==> src/rtl/pf_pkg.sv <==
`timescale 1ns / 1ps
`default_nettype none
// ----------------------------------------------------------------------------
// pf_pkg
// Shared types, constants and helper functions of the playfair digraph cipher.
// ----------------------------------------------------------------------------
package pf_pkg;

  localparam int SIDE      = 5;
  localparam int CELLS     = SIDE * SIDE;
  localparam int LETTER_W  = 5;
  localparam int SQUARE_W  = CELLS * LETTER_W;
  localparam int CFG_IDX_W = 3;
  localparam int CFG_DATA_W = 45;
  localparam int FIRST_W   = 45;
  localparam int MIDDLE_W  = 40;
  localparam int LAST_W    = 40;

  localparam logic [LETTER_W-1:0] LETTER_I      = 5'd8;
  localparam logic [LETTER_W-1:0] LETTER_J      = 5'd9;
  localparam logic [LETTER_W-1:0] LETTER_Z      = 5'd25;
  localparam logic [LETTER_W-1:0] FILLER_RESET  = 5'd6;
  localparam logic [7:0]          LOWER_A       = 8'd97;
  localparam logic [7:0]          LOWER_Z       = 8'd122;
  localparam logic [7:0]          UPPER_A       = 8'd65;
  localparam logic [7:0]          UPPER_Z       = 8'd90;
  localparam logic [6:0]          ASCII_A       = 7'd97;

  typedef enum logic [CFG_IDX_W-1:0] {
    CFG_SQUARE_FIRST  = 3'd0,
    CFG_SQUARE_MIDDLE = 3'd1,
    CFG_SQUARE_LAST   = 3'd2,
    CFG_FILLER_LETTER = 3'd3,
    CFG_DECRYPT_MODE  = 3'd4
  } cfg_index_t;

  typedef logic [SQUARE_W-1:0] square_t;
  typedef logic [LETTER_W-1:0] letter_t;
  typedef logic [2:0]          coord_t;

  typedef struct packed {
    square_t square;
    letter_t filler;
    logic    decrypt;
  } cfg_t;

  // one or two letter pairs, held as cell positions in the square
  typedef struct packed {
    logic    two;
    letter_t p0a;
    letter_t p0b;
    letter_t p1a;
    letter_t p1b;
    logic    last;
  } job_t;

  function automatic letter_t fold_letter(input letter_t v);
    fold_letter = (v == LETTER_J) ? LETTER_I : v;
  endfunction

  // first cell holding the letter, cell 0 when absent
  function automatic letter_t locate(input square_t sq, input letter_t letter);
    letter_t pos;
    pos = '0;
    for (int k = CELLS - 1; k >= 0; k--) begin
      if (sq[LETTER_W*k +: LETTER_W] == letter) pos = LETTER_W'(k);
    end
    locate = pos;
  endfunction

  function automatic coord_t pos_row(input letter_t p);
    coord_t r;
    if (p >= 5'd20) r = 3'd4;
    else if (p >= 5'd15) r = 3'd3;
    else if (p >= 5'd10) r = 3'd2;
    else if (p >= 5'd5) r = 3'd1;
    else r = 3'd0;
    pos_row = r;
  endfunction

  function automatic letter_t row_base(input coord_t r);
    row_base = {r, 2'b00} + {2'b00, r};
  endfunction

  function automatic coord_t pos_col(input letter_t p);
    letter_t d;
    d = p - row_base(pos_row(p));
    pos_col = d[2:0];
  endfunction

  function automatic coord_t wrap_step(input coord_t v, input logic back);
    coord_t r;
    if (back) r = (v == 3'd0) ? 3'(SIDE - 1) : v - 3'd1;
    else r = (v == 3'(SIDE - 1)) ? 3'd0 : v + 3'd1;
    wrap_step = r;
  endfunction

  function automatic logic [6:0] to_ascii(input letter_t v);
    letter_t c;
    c = (v > LETTER_Z) ? LETTER_Z : v;
    to_ascii = ASCII_A + {2'b00, c};
  endfunction

endpackage
`default_nettype wire

==> src/rtl/playfair_digraph_cipher.sv <==
`timescale 1ns / 1ps
`default_nettype none
// ----------------------------------------------------------------------------
// playfair_digraph_cipher
// Playfair cipher over a byte stream: letters are paired, substituted through
// the configured 5x5 key square and sent out one letter per word.
// The first letter of a pair passes through the pair queue and then the output
// register once the byte that completes the pair is accepted.
// Throughput: one output letter per cycle while out_stall is low; a pair gives
// two output letters and a doubled pair plus end flush gives four. A two-entry
// pair queue lets bytes enter every cycle while the output side keeps up.
// Reset: empties the queue and output, clears the pending letter, zeroes the
// square, filler 'g', encrypt mode.
// ----------------------------------------------------------------------------
module playfair_digraph_cipher (
  input  wire logic                           clk,
  input  wire logic                           rst,
  input  wire logic                           cfg_valid,
  output logic                                cfg_ready,
  input  wire logic [pf_pkg::CFG_IDX_W-1:0]   cfg_index,
  input  wire logic [pf_pkg::CFG_DATA_W-1:0]  cfg_data,
  input  wire logic                           in_valid,
  output logic                                in_stall,
  input  wire logic [7:0]                     in_char,
  input  wire logic                           in_last,
  output logic                                out_valid,
  input  wire logic                           out_stall,
  output logic [6:0]                          out_char,
  output logic                                out_last,
  output logic                                message_end
);
  import pf_pkg::*;

  logic [FIRST_W-1:0]  square_first;
  logic [MIDDLE_W-1:0] square_middle;
  logic [LAST_W-1:0]   square_last;
  letter_t             filler_letter;
  logic                decrypt_mode;
  cfg_t                cfg;

  logic  in_accept, fr_job_valid, push, pop, load_out, final_pos;
  job_t  fr_job, head;
  job_t  jobs [2];
  logic  wr_ptr, rd_ptr;
  logic [1:0] count;
  logic [1:0] pos;
  letter_t pa, pb;
  logic [6:0] char_a, char_b;

  assign cfg_ready = 1'b1;
  assign cfg = '{square: {square_last, square_middle, square_first},
                 filler: filler_letter, decrypt: decrypt_mode};

  always_ff @(posedge clk) begin
    if (rst) begin
      square_first  <= '0;
      square_middle <= '0;
      square_last   <= '0;
      filler_letter <= FILLER_RESET;
      decrypt_mode  <= 1'b0;
    end else if (cfg_valid && cfg_ready) begin
      unique case (cfg_index)
        CFG_SQUARE_FIRST:  square_first  <= cfg_data[FIRST_W-1:0];
        CFG_SQUARE_MIDDLE: square_middle <= cfg_data[MIDDLE_W-1:0];
        CFG_SQUARE_LAST:   square_last   <= cfg_data[LAST_W-1:0];
        CFG_FILLER_LETTER: filler_letter <= cfg_data[LETTER_W-1:0];
        CFG_DECRYPT_MODE:  decrypt_mode  <= cfg_data[0];
        default: ;
      endcase
    end
  end

  pf_front u_front (
    .clk       (clk),
    .rst       (rst),
    .accept    (in_accept),
    .in_char   (in_char),
    .in_last   (in_last),
    .cfg       (cfg),
    .job_valid (fr_job_valid),
    .job       (fr_job)
  );

  // pair queue
  assign head      = jobs[rd_ptr];
  assign final_pos = head.two ? (pos == 2'd3) : (pos == 2'd1);
  assign load_out  = !out_valid || !out_stall;
  assign pop       = (count != 2'd0) && load_out && final_pos;
  assign in_stall  = (count == 2'd2) && !pop;
  assign in_accept = in_valid && !in_stall;
  assign push      = in_accept && fr_job_valid;

  always_ff @(posedge clk) begin
    if (push) jobs[wr_ptr] <= fr_job;
  end

  always_ff @(posedge clk) begin
    if (rst) begin
      wr_ptr <= 1'b0;
      rd_ptr <= 1'b0;
      count  <= '0;
    end else begin
      if (push) wr_ptr <= !wr_ptr;
      if (pop) rd_ptr <= !rd_ptr;
      count <= count + {1'b0, push} - {1'b0, pop};
    end
  end

  assign pa = pos[1] ? head.p1a : head.p0a;
  assign pb = pos[1] ? head.p1b : head.p0b;

  pf_subst u_subst (
    .pos_a  (pa),
    .pos_b  (pb),
    .cfg    (cfg),
    .char_a (char_a),
    .char_b (char_b)
  );

  // output register
  always_ff @(posedge clk) begin
    if (rst) begin
      out_valid <= 1'b0;
      pos       <= '0;
    end else if (load_out) begin
      out_valid <= (count != 2'd0);
      if (count != 2'd0) pos <= final_pos ? 2'd0 : pos + 2'd1;
    end
  end

  always_ff @(posedge clk) begin
    if (load_out && count != 2'd0) begin
      out_char    <= pos[0] ? char_b : char_a;
      out_last    <= final_pos;
      message_end <= final_pos && head.last;
    end
  end

  assert property (@(posedge clk) disable iff (rst) count <= 2'd2)
    else $error("pair queue overflow");
  assert property (@(posedge clk) disable iff (rst) pos != 2'd0 |-> count != 2'd0)
    else $error("letter position advanced with empty queue");
  assert property (@(posedge clk) disable iff (rst) in_stall |-> count == 2'd2)
    else $error("stall while queue has room");
  assert property (@(posedge clk) disable iff (rst) out_valid && message_end |-> out_last)
    else $error("message end on a letter that is not last of its word group");

endmodule
`default_nettype wire

==> src/rtl/pf_front.sv <==
`timescale 1ns / 1ps
`default_nettype none
// ----------------------------------------------------------------------------
// pf_front
// Letter filter and pairing; holds the pending letter and locates each pair
// letter in the key square.
// ----------------------------------------------------------------------------
module pf_front (
  input  wire logic         clk,
  input  wire logic         rst,
  input  wire logic         accept,
  input  wire logic [7:0]   in_char,
  input  wire logic         in_last,
  input  wire pf_pkg::cfg_t cfg,
  output logic              job_valid,
  output pf_pkg::job_t      job
);
  import pf_pkg::*;

  logic    pending_valid, pending_valid_next;
  letter_t pending_letter, pending_letter_next;

  letter_t fill, letter;
  logic    is_letter;
  logic [7:0] offs;
  letter_t pos_pend, pos_let, pos_fill, pos_mid;
  logic    pair0, pv_mid, flush;
  letter_t pl_mid;

  always_comb begin
    fill = fold_letter(cfg.filler);
    is_letter = 1'b0;
    offs = '0;
    if (in_char >= LOWER_A && in_char <= LOWER_Z) begin
      is_letter = 1'b1;
      offs = in_char - LOWER_A;
    end else if (in_char >= UPPER_A && in_char <= UPPER_Z) begin
      is_letter = 1'b1;
      offs = in_char - UPPER_A;
    end
    letter = fold_letter(offs[LETTER_W-1:0]);

    pos_pend = locate(cfg.square, pending_letter);
    pos_let  = locate(cfg.square, letter);
    pos_fill = locate(cfg.square, fill);

    job = '0;
    pair0 = 1'b0;
    pv_mid = pending_valid;
    pl_mid = pending_letter;
    pos_mid = pos_pend;

    if (is_letter) begin
      if (!pending_valid) begin
        pv_mid = 1'b1;
        pl_mid = letter;
        pos_mid = pos_let;
      end else if (letter == pending_letter && !cfg.decrypt) begin
        // doubled letter: pair with filler, second letter stays pending
        pair0 = 1'b1;
        job.p0a = pos_pend;
        job.p0b = pos_fill;
        pl_mid = letter;
        pos_mid = pos_let;
      end else begin
        pair0 = 1'b1;
        job.p0a = pos_pend;
        job.p0b = pos_let;
        pv_mid = 1'b0;
        pl_mid = '0;
      end
    end

    // lone letter at end of message
    flush = in_last && pv_mid;
    if (flush) begin
      if (pair0) begin
        job.two = 1'b1;
        job.p1a = pos_mid;
        job.p1b = pos_fill;
      end else begin
        job.p0a = pos_mid;
        job.p0b = pos_fill;
      end
    end
    job.last = in_last;
    job_valid = pair0 || flush;

    pending_valid_next  = flush ? 1'b0 : pv_mid;
    pending_letter_next = flush ? '0 : pl_mid;
  end

  always_ff @(posedge clk) begin
    if (rst) begin
      pending_valid  <= 1'b0;
      pending_letter <= '0;
    end else if (accept) begin
      pending_valid  <= pending_valid_next;
      pending_letter <= pending_letter_next;
    end
  end

endmodule
`default_nettype wire

==> src/rtl/pf_subst.sv <==
`timescale 1ns / 1ps
`default_nettype none
// ----------------------------------------------------------------------------
// pf_subst
// Digraph substitution of one located pair through the key square.
// ----------------------------------------------------------------------------
module pf_subst (
  input  wire pf_pkg::letter_t pos_a,
  input  wire pf_pkg::letter_t pos_b,
  input  wire pf_pkg::cfg_t    cfg,
  output logic [6:0]           char_a,
  output logic [6:0]           char_b
);
  import pf_pkg::*;

  letter_t cells [CELLS];
  coord_t  r1, c1, r2, c2;
  coord_t  or1, oc1, or2, oc2;
  letter_t o1, o2;

  for (genvar k = 0; k < CELLS; k++) begin : g_cells
    assign cells[k] = cfg.square[LETTER_W*k +: LETTER_W];
  end

  always_comb begin
    r1 = pos_row(pos_a);
    c1 = pos_col(pos_a);
    r2 = pos_row(pos_b);
    c2 = pos_col(pos_b);
    if (r1 == r2) begin
      or1 = r1;
      or2 = r2;
      oc1 = wrap_step(c1, cfg.decrypt);
      oc2 = wrap_step(c2, cfg.decrypt);
    end else if (c1 == c2) begin
      or1 = wrap_step(r1, cfg.decrypt);
      or2 = wrap_step(r2, cfg.decrypt);
      oc1 = c1;
      oc2 = c2;
    end else begin
      or1 = r1;
      or2 = r2;
      oc1 = c2;
      oc2 = c1;
    end
    o1 = row_base(or1) + {2'b00, oc1};
    o2 = row_base(or2) + {2'b00, oc2};
    char_a = to_ascii(cells[o1]);
    char_b = to_ascii(cells[o2]);
  end

endmodule
`default_nettype wire
==> config.mk <==
export PLATFORM = sky130hd
export DESIGN_NAME = playfair_digraph_cipher
export DESIGN_NICKNAME = d
export VERILOG_FILES = /design/src/rtl/pf_pkg.sv /design/src/rtl/playfair_digraph_cipher.sv /design/src/rtl/pf_front.sv /design/src/rtl/pf_subst.sv
export SDC_FILE = /design/constraint.sdc
export NUM_CORES = 1
export LEC_CHECK = 0
export BUFFER_PORTS_ARGS = -buffer_cell sky130_fd_sc_hd__buf_4
export CORE_MARGIN = 1
export CORE_UTILIZATION = 59
export CTS_BUF_LIST = sky130_fd_sc_hd__clkbuf_4 sky130_fd_sc_hd__clkbuf_8
export DETAILED_ROUTE_END_ITERATION = 6
export PLACE_DENSITY = 0.88
export SYNTH_ARGS = -nofsm -noshare
export SYNTH_HDL_FRONTEND = slang
export SYNTH_SLANG_ARGS = --single-unit
==> constraint.sdc <==
create_clock -name clk -period 7.5 [get_ports clk]
set_clock_uncertainty 0.2 [all_clocks]
set_input_delay 1.125 -clock clk [delete_from_list [all_inputs] [get_ports clk]]
set_output_delay 1.125 -clock clk [all_outputs]
set_load 0.005 [all_outputs]
==> out/results.ini, run 1 <==
[detailed_routing]
drt_iter0_drc=2025
vias=15200
viasPerCell=6.63
antenna_left=0
dr.pass1.iters=6
drc_errors=0
wl_per_cell_um=25.7
wl_um=59100

[yosys]
async_flop_share_pct=0
synth_edf_count=53
yosysTopAreaCell=dfxtp_1
synth_top_family_by_area=XOR/XNOR gates
yosysWarnings=0
ys.flop_type=dfxtp_1
syn-instance-count=2004
synth_fa_ha_area_share_pct=2.92
ys_seq_area_share_pct=27.2
avgSynthCellArea_um2=8.26
syn-cell-area_mm2=0.0165
synth_compound_area_share_pct=11.1
synthXorXnorAreaFrac_pct=21.1
synth_top_area_share_pct=17.5
synthMuxAreaShare_pct=12.9
synth-seq-cells=198
synth.area.top_cells=dfxtp_1 (18%), xor2_1 (11%), xnor2_1 (9.8%)
ys_types=82
synthSimpleGateAreaFrac_pct=17.7

[layout]
final_common_cell=nand2_1
mostFrequentLayoutCells=nand2_1 (341), xor2_1 (207), xnor2_1 (184)
area_delta_synth_final_pct=6.87
diodes=0
layout.cells.non_filler=2298
final_area_mm2=0.0177
fillCellCount=2246
drive_above_1_share_pct=15.5
nNetsFinal=2010

[floorplan]
die_w_um=169
num_io_pins=74
rows=60
die-area_mm2=0.0287
fp.dieH_um=169
start_util_pct=60.7
fp.coreArea_mm2=0.0273

[grt]
grt_pass1_wl_um=87200
antenna_found_initial=0
grt_pass1_vias=14300
grt_max_degree=83
grtUsageTotal_pct=41.2
grt.overflow.total=0

[timing]
setup-violations-final=0
max_freq_ghz=0.137
finalHoldViolations=0
layout_min_cycle_time_ns=7.29
fin_hold_ws_ns=0.293
slew_headroom_pct=29.2
worst_slew_pin_slew_ns=1.05
slew_violations=0
fin_crit_sh_pct=97.2

[setup_path]
r2r_end=out_char[4]$_DFFE_PP_
r2r_cells=28
cp.arrival_ns=7.34
cpPeakStageDelay_ns=0.60
slowest_stage=mux4_2
path_depth=28
cp-end-kind=flop
worstSetupPathType=reg2reg
start_kind=flop
cp_top_family=multiplexers
r2r_setup_slack_ns=0.21
required_ns=7.54
path_max_fanout=28
crit_buf_inv=4

[placement]
placed_area_mm2=0.0171
portBuffers=72
gp_congestion=1.10
dp.cells=2255
dpl.hpwl_um=41700

[run]
drv_cap=0

[pwr]
vdd_drop_max_mv=0.115
power_density_mw_per_mm2=150
leakagePower_nw=7.16

[cts]
postCtsHoldBufs=0
worstSkewPairLatency_ns=0.51
cts_root_buf=clkbuf_8
cts_tree=done
htreeDepth=4
clk_pin_slew_ns=0.11
clockBufferDepth=2
numCtsBuffers=17
cts.sinks=198

[worst_hold_path]
hold_path_class=reg2reg
hold_end=out_valid$_SDFFE_PP0P_
min_from=out_valid$_SDFFE_PP0P_
min_path_cells=2

[status]
status=completed

## through the flow
| step | util (%) | setup slack, ns | total power, mW | setup TNS [ns] |
|---|---|---|---|---|
| detailed placement | 62.6 | -0.0570 | 1.87 | -0.0871 |
| CTS | 64.2 | 0.0642 | 2.60 | 0 |
| floorplan | - | 0.0289 | 1.64 | 0 |
| global placement | 62.6 | 0.225 | 1.85 | 0 |
| global route | 64.9 | -0.0611 | 2.74 | -0.0748 |
| finish | 64.9 | 0.209 | 2.66 | 0 |
## final cells by class
cell class	instances	area, um^2	share of cell area (%)
Multi-Input combinational cell	1508	11100	62.6
Inverter	62	233	1.32
Tap cell	372	465	2.63
Clock inverter	14	155	0.877
Timing Repair Buffer	126	1010	5.70
Clock buffer	18	248	1.40
Sequential cell	198	4500	25.4
## worst min-delay path: cells and delay by family, from the launching register on
kind            cells  cell delay, ns
flops               1            0.34
compound gates      1            0.05
simple gates        1            0.06
## kinds of logic (layout without fill, tap and decap cells)
family          count (synthesis)  in the layout
flops                         198            198
fa+ha+maj                      35             35
xor+xnor                      395            395
buf+inv                       300            220
other cells                     1              3
simple gates                  645            645
mux                           122            122
compound gates                308            308
## how the worst max path moves through the flow
stage / slack, ns / from / to
2_1_floorplan: 0.03 / flop / out_char[4]$_DFFE_PP_
3_3_place_gp: 0.23 / flop / out_char[4]$_DFFE_PP_
3_5_place_dp: -0.06 / flop / out_char[4]$_DFFE_PP_
4_1_cts: 0.06 / flop / out_char[4]$_DFFE_PP_
5_1_grt: -0.06 / flop / out_char[4]$_DFFE_PP_
6_report: 0.21 / flop / out_char[4]$_DFFE_PP_
## power breakdown
group          leakage [nW]  internal [mW]  total, mW  switching (mW)
logic                  5.23          0.306      0.738           0.432
clock network         0.201          0.288      0.752           0.464
registers              1.73           1.12       1.16          0.0493
total                  7.16           1.71       2.66           0.946
## flip-flops by register name, summed over array words and instances (netlist names), named ones only
register / flops
square_first: 45
jobs: 44
square_last: 40
square_middle: 40
out_char: 7
filler_letter: 5
u_front.pending_letter: 5
count: 2
pos: 2
decrypt_mode: 1
message_end: 1
out_last: 1
out_valid: 1
rd_ptr: 1
u_front.pending_valid: 1
wr_ptr: 1
## cells in the mapped netlist (all sizes together) (16+ instances only)
cell    count
mux4       72
ha         29
edfxtp     53
nand2b     16
nor4       32
inv        62
o21ai      46
nor3       47
nand2     343
dfxtp     145
nand4      21
nand3      48
mux2i      42
buf        71
clkbuf    167
xnor2     185
a21oi     172
nor2       89
xor2      210
## metal layers
layer  GRT usage, %  vias to the layer above  routed length [um]
met2           63.0                     1152               25600
li1               -                     6559                   -
met5          0.522                        -                   0
met4           26.8                        0                4510
met3           12.2                      324                7860
met1           50.5                     7201               21100
## timing repair
action	4_1_cts	5_1_grt
setup endpoints to repair	2	5
pin swaps	0	6
resized for setup	3	30
setup buffers	0	11
Note: power is estimated with default switching activity, not from simulation.
==> run 2: changes to the inputs <==
- REMOVE_ABC_BUFFERS: default -> 1
- SYNTH_HIERARCHICAL: default -> 1
==> run 2 against run 1 <==
The flow now finishes with violations (DRC). Critical path depth unchanged. Critical path type unchanged. Power up 17%. Hold slack worse by 0.012 ns. Clock power down 6.9%.
==> out/results.ini, run 2 <==
[yosys]
ys.flop_type=dfxtp_1
syn-instance-count=1950  ; -2.7%
synth_top_area_share_pct=17.3  ; -0.26 points
ys_seq_area_share_pct=26.8  ; -0.40 points
yosys-top-cells-count=nand2_1 (321), xor2_1 (212), a21oi_1 (181)
syn-cell-area_mm2=0.0168  ; +1.5%
synth-seq-cells=198  ; unchanged
yosysTopAreaCell=dfxtp_1
avgSynthCellArea_um2=8.61  ; +4.3%
synth.area.top_cells=dfxtp_1 (17%), xor2_1 (11%), edfxtp_1 (9.5%)
ys_types=103  ; +26%
yosysWarnings=6  ; +6
async_flop_share_pct=0  ; unchanged
synth_edf_count=53  ; unchanged
synth_most_common_cell=nand2_1

[worst_hold_path]
hold_path_class=reg2reg
hold_end=filler_letter[2]$_SDFFE_PP1P_
min_path_cells=1  ; -1
min_from=filler_letter[2]$_SDFFE_PP1P_

[layout]
final_area_mm2=0.0185  ; +4.4%
mostFrequentLayoutCells=nand2_1 (321), xor2_1 (210), a21oi_1 (180)
final_core_util_pct=66.3  ; +1.4 points
diodes=0  ; unchanged
layout.cells.non_filler=2386  ; +3.8%
regMostFlops=square_first
drive_above_1_share_pct=17.1  ; +1.6 points
nNetsFinal=2094  ; +4.2%
final_common_cell=nand2_1
area_delta_synth_final_pct=9.94
largest_register_ff_count=45  ; unchanged
biggestRegsByFlops=square_first (45), jobs (44)

[timing]
layout_min_cycle_time_ns=7.31  ; +0.0201 ns
slew_headroom_pct=23.9  ; -5.2 points
setup-violations-final=0  ; unchanged
slew_violations=0  ; unchanged
max_freq_ghz=0.137  ; -0.28%
finalSetupTns_ns=0  ; unchanged
setup_ws_ns=0.189  ; -0.0201 ns
finalHoldViolations=0  ; unchanged
worst_slew_pin_slew_ns=1.14  ; +0.0817 ns
fin_crit_sh_pct=97.5  ; +0.27 points
fin_hold_ws_ns=0.280  ; -0.0124 ns

[grt]
antenna_found_initial=1  ; +1
grtUsageTotal_pct=38.5  ; -2.7 points
grt_max_degree=89  ; +7.2%
grt.overflow.total=0  ; unchanged
grt_pass1_vias=14800  ; +3.4%
grt_pass1_wl_um=84200  ; -3.5%

[floorplan]
die_w_um=171  ; +0.74%
rows=61  ; +1.7%
fp.dieH_um=171  ; +0.74%
die-area_mm2=0.0291  ; +1.5%
start_util_pct=60.3  ; -0.43 points
fp.coreArea_mm2=0.0279  ; +2.2%
num_io_pins=74  ; unchanged

[placement]
gp_congestion=1.09  ; -1.4%
portBuffers=72  ; unchanged
dpl.hpwl_um=40600  ; -2.9%
pre_cts_ws_ns=-0.0847  ; -0.0277 ns
dp.cells=2336  ; +3.6%
placed_area_mm2=0.0177  ; +3.7%

[detailed_routing]
wl_um=56500  ; -4.3%
wl_per_cell_um=23.7  ; -7.9%
dr.pass1.iters=7  ; +1
drt_iter0_drc=2277  ; +12%
drc_errors=1  ; +1
viasPerCell=6.61  ; -0.34%
antenna_left=0  ; unchanged
vias=15800  ; +3.5%

[setup_path]
start_kind=flop
required_ns=7.57  ; +0.03 ns
worstSetupPathType=reg2reg
cp.arrival_ns=7.38  ; +0.04 ns
path_max_fanout=15  ; -46%
slowest_stage=mux4_2
crit_buf_inv=5  ; +1
r2r_cells=28  ; unchanged
cp-end-kind=flop
cp_top_family=adder cells
r2r_end=out_char[2]$_DFFE_PP_
cpPeakStageDelay_ns=0.55  ; -0.05 ns
r2r_setup_slack_ns=0.19  ; -0.02 ns

[cts]
htreeDepth=4  ; unchanged
clockBufferDepth=2  ; unchanged
numCtsBuffers=17  ; unchanged
cts_root_buf=clkbuf_8
worstSkewPairLatency_ns=0.51  ; about the same
cts.sinks=198  ; unchanged
clk_pin_slew_ns=0.12  ; about the same
cts_tree=done

[pwr]
total_power_mw=3.12  ; +17%
leakagePower_nw=7.29  ; +1.8%
power_density_mw_per_mm2=169  ; +12%
vdd_drop_max_mv=0.145  ; +26%

[status]
violations=DRC
status=finished with violations

[run]
drv_cap=0  ; unchanged

-- run 2: cell families (layout without fill, tap and decap cells) --
family	Yosys count	count (layout)	synth area share, %
AOI/OAI and AO/OA	351	351	13.1
muxes	116	116	12.7
and+or+nand+nor	676	676	18.8
xor gates and xnor gates	387	387	20.4
buffers and inverters	182	237	5.15
other	2	5	0.0447
adders and majority gates	38	38	3.09
DFF	198	198	26.8
-- run 2: worst max-delay path by stage --
stage / endpoint / cells past startpoint / from / slack [ns]
2_1_floorplan: out_char[4]$_DFFE_PP_ / 23 / flop / -0.64
3_3_place_gp: out_char[4]$_DFFE_PP_ / 27 / flop / 0.15
6_report: out_char[2]$_DFFE_PP_ / 28 / flop / 0.19
5_1_grt: out_char[4]$_DFFE_PP_ / 30 / flop / -0.13
4_1_cts: out_char[4]$_DFFE_PP_ / 30 / flop / 0.01
3_5_place_dp: out_char[4]$_DFFE_PP_ / 27 / flop / -0.08
-- run 2: final cells by class --
class | count | area (um^2)
clock inverter | 15 | 166
sequential | 198 | 4500
inverter | 53 | 199
multi-input combinational | 1573 | 11700
timing repair buffer | 152 | 1240
clock buffer | 17 | 234
fill | 2231 | 9390
tap | 378 | 473
-- run 2: report_power, final --
group	internal, mW	switching [mW]	leakage (nW)
Combinational	0.549	0.702	5.45
Sequential	1.12	0.0471	1.64
Clock	0.252	0.448	0.202
Total	1.92	1.20	7.29
-- run 2: timing repair --
action / 4_1_cts / 5_1_grt
setup buffers: 1 / 14
pin swaps: 1 / 11
gates resized for setup: 2 / 46
hold buffers: 0 / 0
endpoints found under the setup margin: 4 / 5
gates cloned: 0 / 3
-- run 2: metal layers --
metal | track usage [%] | vias up | routed length, um | share of wire, %
met5 | 0 | - | 0 | 0
met4 | 27.1 | 0 | 3990 | 7.1
met3 | 7.80 | 294 | 6270 | 11
met2 | 61.5 | 1147 | 25700 | 45
met1 | 46.6 | 7434 | 20600 | 36
li1 | - | 6890 | - | -
